[src/rtl/rdrf_pkg.sv]
// ---------------------------------------------------------------------------
// rdrf_pkg
// shared sizes, codes and record types of the request dedup rate filter
// ---------------------------------------------------------------------------
`default_nettype none

package rdrf_pkg;

  localparam int NUM_DEVICES        = 16;
  localparam int CODES_PER_DEVICE   = 16;
  localparam int CHECKSUMS_PER_CODE = 16;

  localparam int N_SLOTS = NUM_DEVICES * CODES_PER_DEVICE;
  localparam int N_SUMS  = N_SLOTS * CHECKSUMS_PER_CODE;

  localparam int D_W    = (NUM_DEVICES > 1) ? $clog2(NUM_DEVICES) : 1;
  localparam int C_W    = (CODES_PER_DEVICE > 1) ? $clog2(CODES_PER_DEVICE) : 1;
  localparam int K_W    = (CHECKSUMS_PER_CODE > 1) ? $clog2(CHECKSUMS_PER_CODE) : 1;
  localparam int CNT_W  = $clog2(CHECKSUMS_PER_CODE + 1);
  localparam int SLOT_W = (N_SLOTS > 1) ? $clog2(N_SLOTS) : 1;
  localparam int CK_W   = (N_SUMS > 1) ? $clog2(N_SUMS) : 1;

  localparam logic [31:0] LIMIT_OFF = 32'hFFFF_FFFF;

  typedef enum logic [1:0] {
    CMD_CHECK   = 2'd0,
    CMD_CLR_DEV = 2'd1,
    CMD_CLR_ALL = 2'd2
  } cmd_t;

  typedef enum logic [2:0] {
    ST_UNLIMITED = 3'd0,
    ST_LOGGED    = 3'd1,
    ST_OVER      = 3'd2,
    ST_DUP       = 3'd3,
    ST_FULL      = 3'd4,
    ST_CLEARED   = 3'd5
  } status_t;

  typedef struct packed {
    logic [CNT_W-1:0] ckn;
    logic [31:0]      count;
    logic [31:0]      size;
    logic [31:0]      code;
  } slot_t;

  typedef struct packed {
    status_t status;
    logic    allow;
  } res_t;

endpackage

`default_nettype wire

[src/rtl/rdrf_ctrl.sv]
// ---------------------------------------------------------------------------
// rdrf_ctrl
// sequencer: device scan, slot read-modify-write and checksum list search
// ---------------------------------------------------------------------------
`default_nettype none

module rdrf_ctrl (
  input  wire logic                  clk,
  input  wire logic                  rst_n,
  input  wire logic                  in_valid,
  output logic                       in_ready,
  input  wire logic [1:0]            in_cmd,
  input  wire logic [63:0]           in_dev,
  input  wire logic [31:0]           in_code,
  input  wire logic [31:0]           in_size,
  input  wire logic [31:0]           in_sum,
  input  wire logic [31:0]           limit,
  output logic                       res_valid,
  input  wire logic                  res_ready,
  output rdrf_pkg::res_t             res,
  output logic                       slot_we,
  output logic [rdrf_pkg::SLOT_W-1:0] slot_waddr,
  output rdrf_pkg::slot_t            slot_wdata,
  output logic [rdrf_pkg::SLOT_W-1:0] slot_raddr,
  input  wire rdrf_pkg::slot_t       slot_rdata,
  output logic                       ck_we,
  output logic [rdrf_pkg::CK_W-1:0]  ck_waddr,
  output logic [31:0]                ck_wdata,
  output logic [rdrf_pkg::CK_W-1:0]  ck_raddr,
  input  wire logic [31:0]           ck_rdata
);
  import rdrf_pkg::*;

  typedef enum logic [3:0] {
    S_IDLE, S_DEV, S_SRD, S_SEV, S_KRD, S_KEV, S_WR, S_LOAD, S_FREE, S_CLR, S_RESP
  } state_t;

  state_t           state_r, state_nxt;
  logic [D_W-1:0]   d_r, d_nxt;
  logic [C_W-1:0]   c_r, c_nxt;
  logic [C_W-1:0]   fc_r, fc_nxt;
  logic             ff_r, ff_nxt;
  logic [K_W-1:0]   k_r, k_nxt;
  logic [CNT_W-1:0] n_r, n_nxt;
  logic [31:0]      cnt_r, cnt_nxt;
  logic [63:0]      ids_r [NUM_DEVICES];
  logic [63:0]      ids_nxt [NUM_DEVICES];
  logic [N_SLOTS-1:0] vld_r, vld_nxt;
  logic             rvld_r, rvld_nxt;
  logic [63:0]      dev_r, dev_nxt;
  logic [31:0]      code_r, code_nxt;
  logic [31:0]      size_r, size_nxt;
  logic [31:0]      sum_r, sum_nxt;
  status_t          st_r, st_nxt;

  slot_t            rd;
  logic [SLOT_W-1:0] s_cur;
  logic [SLOT_W-1:0] s_clr;
  logic [CNT_W-1:0] n_eff;
  logic             d_last, c_last;

  assign s_cur  = SLOT_W'(d_r * CODES_PER_DEVICE + c_r);
  assign rd     = rvld_r ? slot_rdata : '0;
  assign n_eff  = (rd.ckn > CNT_W'(CHECKSUMS_PER_CODE)) ? CNT_W'(CHECKSUMS_PER_CODE) : rd.ckn;
  assign d_last = (d_r == D_W'(NUM_DEVICES - 1));
  assign c_last = (c_r == C_W'(CODES_PER_DEVICE - 1));

  assign in_ready  = (state_r == S_IDLE);
  assign res_valid = (state_r == S_RESP);
  assign res.status = st_r;
  assign res.allow  = (st_r == ST_UNLIMITED) || (st_r == ST_LOGGED);

  always_comb begin
    state_nxt = state_r;
    d_nxt     = d_r;
    c_nxt     = c_r;
    fc_nxt    = fc_r;
    ff_nxt    = ff_r;
    k_nxt     = k_r;
    n_nxt     = n_r;
    cnt_nxt   = cnt_r;
    ids_nxt   = ids_r;
    vld_nxt   = vld_r;
    rvld_nxt  = rvld_r;
    dev_nxt   = dev_r;
    code_nxt  = code_r;
    size_nxt  = size_r;
    sum_nxt   = sum_r;
    st_nxt    = st_r;
    s_clr     = '0;

    slot_we    = 1'b0;
    slot_waddr = s_cur;
    slot_wdata = '0;
    slot_raddr = s_cur;
    ck_we      = 1'b0;
    ck_waddr   = CK_W'(s_cur * CHECKSUMS_PER_CODE);
    ck_wdata   = sum_r;
    ck_raddr   = CK_W'(s_cur * CHECKSUMS_PER_CODE + k_r);

    case (state_r)
      S_IDLE: begin
        if (in_valid) begin
          dev_nxt  = in_dev;
          code_nxt = in_code;
          size_nxt = in_size;
          sum_nxt  = in_sum;
          d_nxt    = '0;
          st_nxt   = ST_CLEARED;
          case (in_cmd)
            CMD_CHECK: begin
              if (limit == LIMIT_OFF) begin
                st_nxt    = ST_UNLIMITED;
                state_nxt = S_RESP;
              end else begin
                state_nxt = S_DEV;
              end
            end
            CMD_CLR_DEV: state_nxt = S_CLR;
            CMD_CLR_ALL: begin
              vld_nxt = '0;
              for (int i = 0; i < NUM_DEVICES; i++) begin
                ids_nxt[i] = '0;
              end
              state_nxt = S_RESP;
            end
            default: state_nxt = S_RESP;
          endcase
        end
      end
      S_DEV: begin
        if (ids_r[d_r] == dev_r) begin
          c_nxt     = '0;
          ff_nxt    = 1'b0;
          state_nxt = S_SRD;
        end else if (d_last) begin
          d_nxt     = '0;
          state_nxt = S_FREE;
        end else begin
          d_nxt = d_r + 1'b1;
        end
      end
      S_SRD: begin
        rvld_nxt  = vld_r[s_cur];
        state_nxt = S_SEV;
      end
      S_SEV: begin
        if (rd.code == code_r && rd.size == size_r) begin
          cnt_nxt = rd.count;
          n_nxt   = n_eff;
          k_nxt   = '0;
          if (rd.count >= limit) begin
            st_nxt    = ST_OVER;
            state_nxt = S_RESP;
          end else if (n_eff == '0) begin
            state_nxt = S_WR;
          end else begin
            state_nxt = S_KRD;
          end
        end else begin
          if (!ff_r && rd.code == '0) begin
            ff_nxt = 1'b1;
            fc_nxt = c_r;
          end
          if (c_last) begin
            if (ff_r) begin
              c_nxt     = fc_r;
              state_nxt = S_LOAD;
            end else if (rd.code == '0) begin
              state_nxt = S_LOAD;
            end else if (d_last) begin
              d_nxt     = '0;
              state_nxt = S_FREE;
            end else begin
              d_nxt     = d_r + 1'b1;
              state_nxt = S_DEV;
            end
          end else begin
            c_nxt     = c_r + 1'b1;
            state_nxt = S_SRD;
          end
        end
      end
      S_KRD: state_nxt = S_KEV;
      S_KEV: begin
        if (ck_rdata == sum_r) begin
          st_nxt    = ST_DUP;
          state_nxt = S_RESP;
        end else if ((CNT_W'(k_r) + CNT_W'(1)) == n_r) begin
          state_nxt = S_WR;
        end else begin
          k_nxt     = k_r + 1'b1;
          state_nxt = S_KRD;
        end
      end
      S_WR: begin
        slot_we          = 1'b1;
        slot_wdata.code  = code_r;
        slot_wdata.size  = size_r;
        slot_wdata.count = cnt_r + 32'd1;
        slot_wdata.ckn   = n_r;
        vld_nxt[s_cur]   = 1'b1;
        if (n_r < CNT_W'(CHECKSUMS_PER_CODE)) begin
          slot_wdata.ckn = n_r + 1'b1;
          ck_we          = 1'b1;
          ck_waddr       = CK_W'(s_cur * CHECKSUMS_PER_CODE + n_r);
        end
        st_nxt    = ST_LOGGED;
        state_nxt = S_RESP;
      end
      S_LOAD: begin
        slot_we          = 1'b1;
        slot_wdata.code  = code_r;
        slot_wdata.size  = size_r;
        slot_wdata.count = 32'd1;
        slot_wdata.ckn   = CNT_W'(1);
        vld_nxt[s_cur]   = 1'b1;
        ck_we            = 1'b1;
        st_nxt           = ST_LOGGED;
        state_nxt        = S_RESP;
      end
      S_FREE: begin
        if (ids_r[d_r] == '0) begin
          ids_nxt[d_r] = dev_r;
          c_nxt        = '0;
          state_nxt    = S_LOAD;
        end else if (d_last) begin
          st_nxt    = ST_FULL;
          state_nxt = S_RESP;
        end else begin
          d_nxt = d_r + 1'b1;
        end
      end
      S_CLR: begin
        if (ids_r[d_r] == dev_r) begin
          for (int j = 0; j < CODES_PER_DEVICE; j++) begin
            s_clr          = SLOT_W'(d_r * CODES_PER_DEVICE + j);
            vld_nxt[s_clr] = 1'b0;
          end
        end
        if (d_last) begin
          state_nxt = S_RESP;
        end else begin
          d_nxt = d_r + 1'b1;
        end
      end
      S_RESP: begin
        if (res_ready) begin
          state_nxt = S_IDLE;
        end
      end
      default: state_nxt = S_IDLE;
    endcase
  end

  always_ff @(posedge clk) begin
    if (!rst_n) begin
      state_r <= S_IDLE;
      vld_r   <= '0;
      for (int i = 0; i < NUM_DEVICES; i++) begin
        ids_r[i] <= '0;
      end
    end else begin
      state_r <= state_nxt;
      vld_r   <= vld_nxt;
      ids_r   <= ids_nxt;
    end
    d_r    <= d_nxt;
    c_r    <= c_nxt;
    fc_r   <= fc_nxt;
    ff_r   <= ff_nxt;
    k_r    <= k_nxt;
    n_r    <= n_nxt;
    cnt_r  <= cnt_nxt;
    rvld_r <= rvld_nxt;
    dev_r  <= dev_nxt;
    code_r <= code_nxt;
    size_r <= size_nxt;
    sum_r  <= sum_nxt;
    st_r   <= st_nxt;
  end

endmodule

`default_nettype wire

[config.mk]
export PLATFORM = sky130hd
export DESIGN_NAME = rdrf_ctrl
export DESIGN_NICKNAME = d
export VERILOG_FILES = /design/src/rtl/rdrf_pkg.sv /design/src/rtl/rdrf_ctrl.sv
export SDC_FILE = /design/constraint.sdc
export NUM_CORES = 2
export LEC_CHECK = 0
export BUFFER_PORTS_ARGS = -buffer_cell sky130_fd_sc_hd__clkbuf_2
export CAP_MARGIN = 20
export CELL_PAD_IN_SITES_DETAIL_PLACEMENT = 0
export CELL_PAD_IN_SITES_GLOBAL_PLACEMENT = 1
export CORE_ASPECT_RATIO = 0.6
export CORE_MARGIN = 2
export CORE_UTILIZATION = 47
export CTS_CLUSTER_SIZE = 28
export DETAILED_ROUTE_END_ITERATION = 10
export GPL_ROUTABILITY_DRIVEN = 0
export PLACE_DENSITY = 0.78
export SYNTH_ARGS = -nofsm -noshare
export SYNTH_HDL_FRONTEND = slang
export SYNTH_SLANG_ARGS = --single-unit
[constraint.sdc]
create_clock -name clk -period 10.5 [get_ports clk]
set_input_delay 2.625 -clock clk [delete_from_list [all_inputs] [get_ports clk]]
set_output_delay 2.625 -clock clk [all_outputs]
set_load 0.01 [all_outputs]
==> results.json <==
{
  "yosys-top-cells-area": "dfxtp_1, mux4_2, edfxtp_1",
  "yosysSeqAreaShare": 0.452,
  "cp_data_required_time_ns": 11.22,
  "rows": 110,
  "cts_tree": "done",
  "end_kind": "flip-flop",
  "via_count": 65000,
  "die_w_um": 507,
  "clock_tree.root_cell": "clkbuf_16",
  "worstPathArrival_ns": 8.03,
  "path_class": "reg -> reg",
  "yosys.area_share.adder": 0.00771,
  "drv_cap": 0,
  "ys.flop_type": "dfxtp_1",
  "crit_chain": "buf_4 > buf_4 > nand2b_1 > o22ai_1 > nor3_1 > a2111oi_0 > nand3_1 > nor2_1 > nand4_1 > buf_4 > o21ba_4 > buf_12 > buf_4 > o21ai_0 > a21oi_1",
  "grtUsageTotal": 0.345,
  "fin_util": 0.530,
  "worstMarginPinSlew_ns": 1.31,
  "cts_sinks": 1502,
  "rsz0062_at_grt": "no",
  "finalNetCount": 8434,
  "postCtsSetupRepairBufs": 0,
  "clk_pin_slew_worst_paths_ns": 0.06,
  "synth_edf_count": 218,
  "maxSlewHeadroom": 0.104,
  "slowest_stage": "o21ba_4",
  "synth_mux_area_frac": 0.131,
  "cts_htree_levels": 4,
  "max_stage_delay_ns": 0.87,
  "synth_xor_area_frac": 0.0228,
  "synth_top_family_by_area": "compound AO/OA/AOI/OAI gates",
  "hp-class": "reg -> reg",
  "place_inst": 9918,
  "postSynthAreaPerCell_um2": 8.85,
  "setup_viol_count_final": 0,
  "finalHoldViolCount": 0,
  "first_iter_violations": 10100,
  "clockBufferDepth": 3,
  "post_dp_cell_area_um2": 74700,
  "initial_core_util": 0.475,
  "wl_mm": 278,
  "final_cell_area_um2": 79800,
  "grt_pass1_vias": 60600,
  "dp_hpwl_mm": 165,
  "fillers": 13600,
  "die_area_um2": 155000,
  "antenna_left": 0,
  "period_needed_ns": 7.31,
  "wire_per_inst_um": 27.2,
  "yosys_register_bits": 1502,
  "status": "complete, no violations",
  "grt_max_degree": 257,
  "finalCritPeriodShare": 0.697,
  "synthCells": 8068,
  "powerDensity_nw_per_um2": 222,
  "syn_to_final_growth_pct": 11.7,
  "hold_buffers": 0,
  "die_h_um": 306,
  "peakVddDrop_mv": 0.190,
  "synth_top_area_frac": 0.360,
  "ys_warn_count": 0,
  "yosysMostFrequentCell": "dfxtp_1",
  "synth_compound_area_frac": 0.201,
  "cts_resized": 0,
  "synth_top_area_cell": "dfxtp_1",
  "syn_area_um2": 71400,
  "netlist_top_cells_count": "dfxtp_1, nand2_1, a21oi_1",
  "final_cells": 10200,
  "insertion_delay_ns": 0.82,
  "numCtsBuffers": 146,
  "crit_path_max_fanout": 205,
  "cpMostUsedCell": "buf_4",
  "grt.overflow.total": 0,
  "clock_skew_ns": 0.0610,
  "path_buf_inv": 5,
  "finalMaxSlewViolations": 0,
  "ys_types": 86,
  "top_level_ports": 512,
  "drtPass1Iterations": 8,
  "async_flop_share": 0,
  "synth_nets": 8443,
  "setup_tns_ns": 0,
  "io_buffers": 511,
  "via_per_inst": 6.38,
  "core_area_um2": 150000,
  "fmax_mhz": 137,
  "yosys.area_share.simple": 0.132,
  "power_leakage_nw": 27.2,
  "crit_family": "buffers and inverters",
  "grt_pass1_wl_mm": 406,
  "drive_gt1_frac": 0.166,
  "antenna_found_initial": 12,
  "timing.critical_path.from_type": "flip-flop",
  "drc_errors": 0
}
## worst paths after layout
path | start | end | slack, ns | cells after the start
worst min register to register | vld_r[226] | vld_r[226] | 0.46 | 2
worst max register to register | d_r[1] | ids_r[937] | 3.19 | 15
worst min-delay path | vld_r[226] | vld_r[226] | 0.46 | 2
worst max-delay path | d_r[1] | ids_r[937] | 3.19 | 15
## cell usage in the layout, fill, tap and decap left out, drive strengths merged, types with 51 or more instances in the layout
cell type / synthesis / routed
a21oi: 1066 / 1066
a31oi: 273 / 273
and2: 107 / 107
buf: 224 / 185
clkbuf: 630 / 736
dfxtp: 1284 / 1284
edfxtp: 218 / 218
inv: 63 / 69
mux2: 64 / 64
mux2i: 171 / 171
mux4: 306 / 306
nand2: 1173 / 1173
nand3: 75 / 75
nand4: 51 / 51
nor2: 648 / 648
nor3: 51 / 51
o21ai: 1100 / 1100
xnor2: 129 / 129
xor2: 57 / 57
## flip-flops by register name, indices dropped and copies added (netlist names)
name      cells
c_r           4
ff_r          1
fc_r          4
code_r       32
vld_r       256
k_r           4
n_r           5
rvld_r        1
state_r       4
d_r           4
cnt_r        32
size_r       32
dev_r        64
ck_wdata     32
st_r          3
ids_r      1024
## cell type report
cell class | instances | area, um2 | area share
repair buffers | 697 | 4280 | 0.0536
inverters | 65 | 256 | 0.00322
multi-input cells | 5647 | 35500 | 0.445
well taps | 2016 | 2520 | 0.0316
clock inverters | 43 | 510 | 0.00640
flip-flops and latches | 1502 | 32300 | 0.404
diodes | 3 | 7.51 | 0.0000941
clock buffers | 224 | 4440 | 0.0556
## metrics by stage
stage               hold WS [ns]  setup slack (ns)  power [mW]
finish                     0.463              3.19        17.7
global route               0.483              3.21        18.1
CTS                        0.465              3.72        17.5
detailed placement         0.451              3.75        12.0
global placement           0.441              3.12        12.0
floorplan                  0.432              2.33        9.82
## tightest hold or removal path: cells and delay by family, from the launching register on
family          cells  cell delay (ns)
flops               1             0.32
simple gates        1             0.07
compound gates      1             0.04
## report_power, final
| part | internal [mW] | leakage (nW) | switching [mW] |
|---|---|---|---|
| Clock | 3.13 | 2.43 | 2.45 |
| Sequential | 6.10 | 12.4 | 0.341 |
| Combinational | 1.43 | 12.4 | 4.29 |
| Total | 10.7 | 27.2 | 7.07 |
## cells by family (layout without fill, tap and decap cells)
family / Yosys count / count (layout)
compound gates: 2648 / 2648
flops: 1502 / 1502
buf+inv: 919 / 1029
fa+ha+maj: 44 / 44
other cells: 0 / 3
mux: 541 / 541
xor+xnor: 186 / 186
simple gates: 2228 / 2228
## per-layer routing
metal,vias up,GRT usage,wire length (um)
met5,-,0.00247,126
met4,14,0.118,9550
met3,641,0.101,36000
met2,3964,0.489,116000
met1,31800,0.499,116000
li1,28600,-,-
No activity file was read; power rests on OpenSTA's default activity.
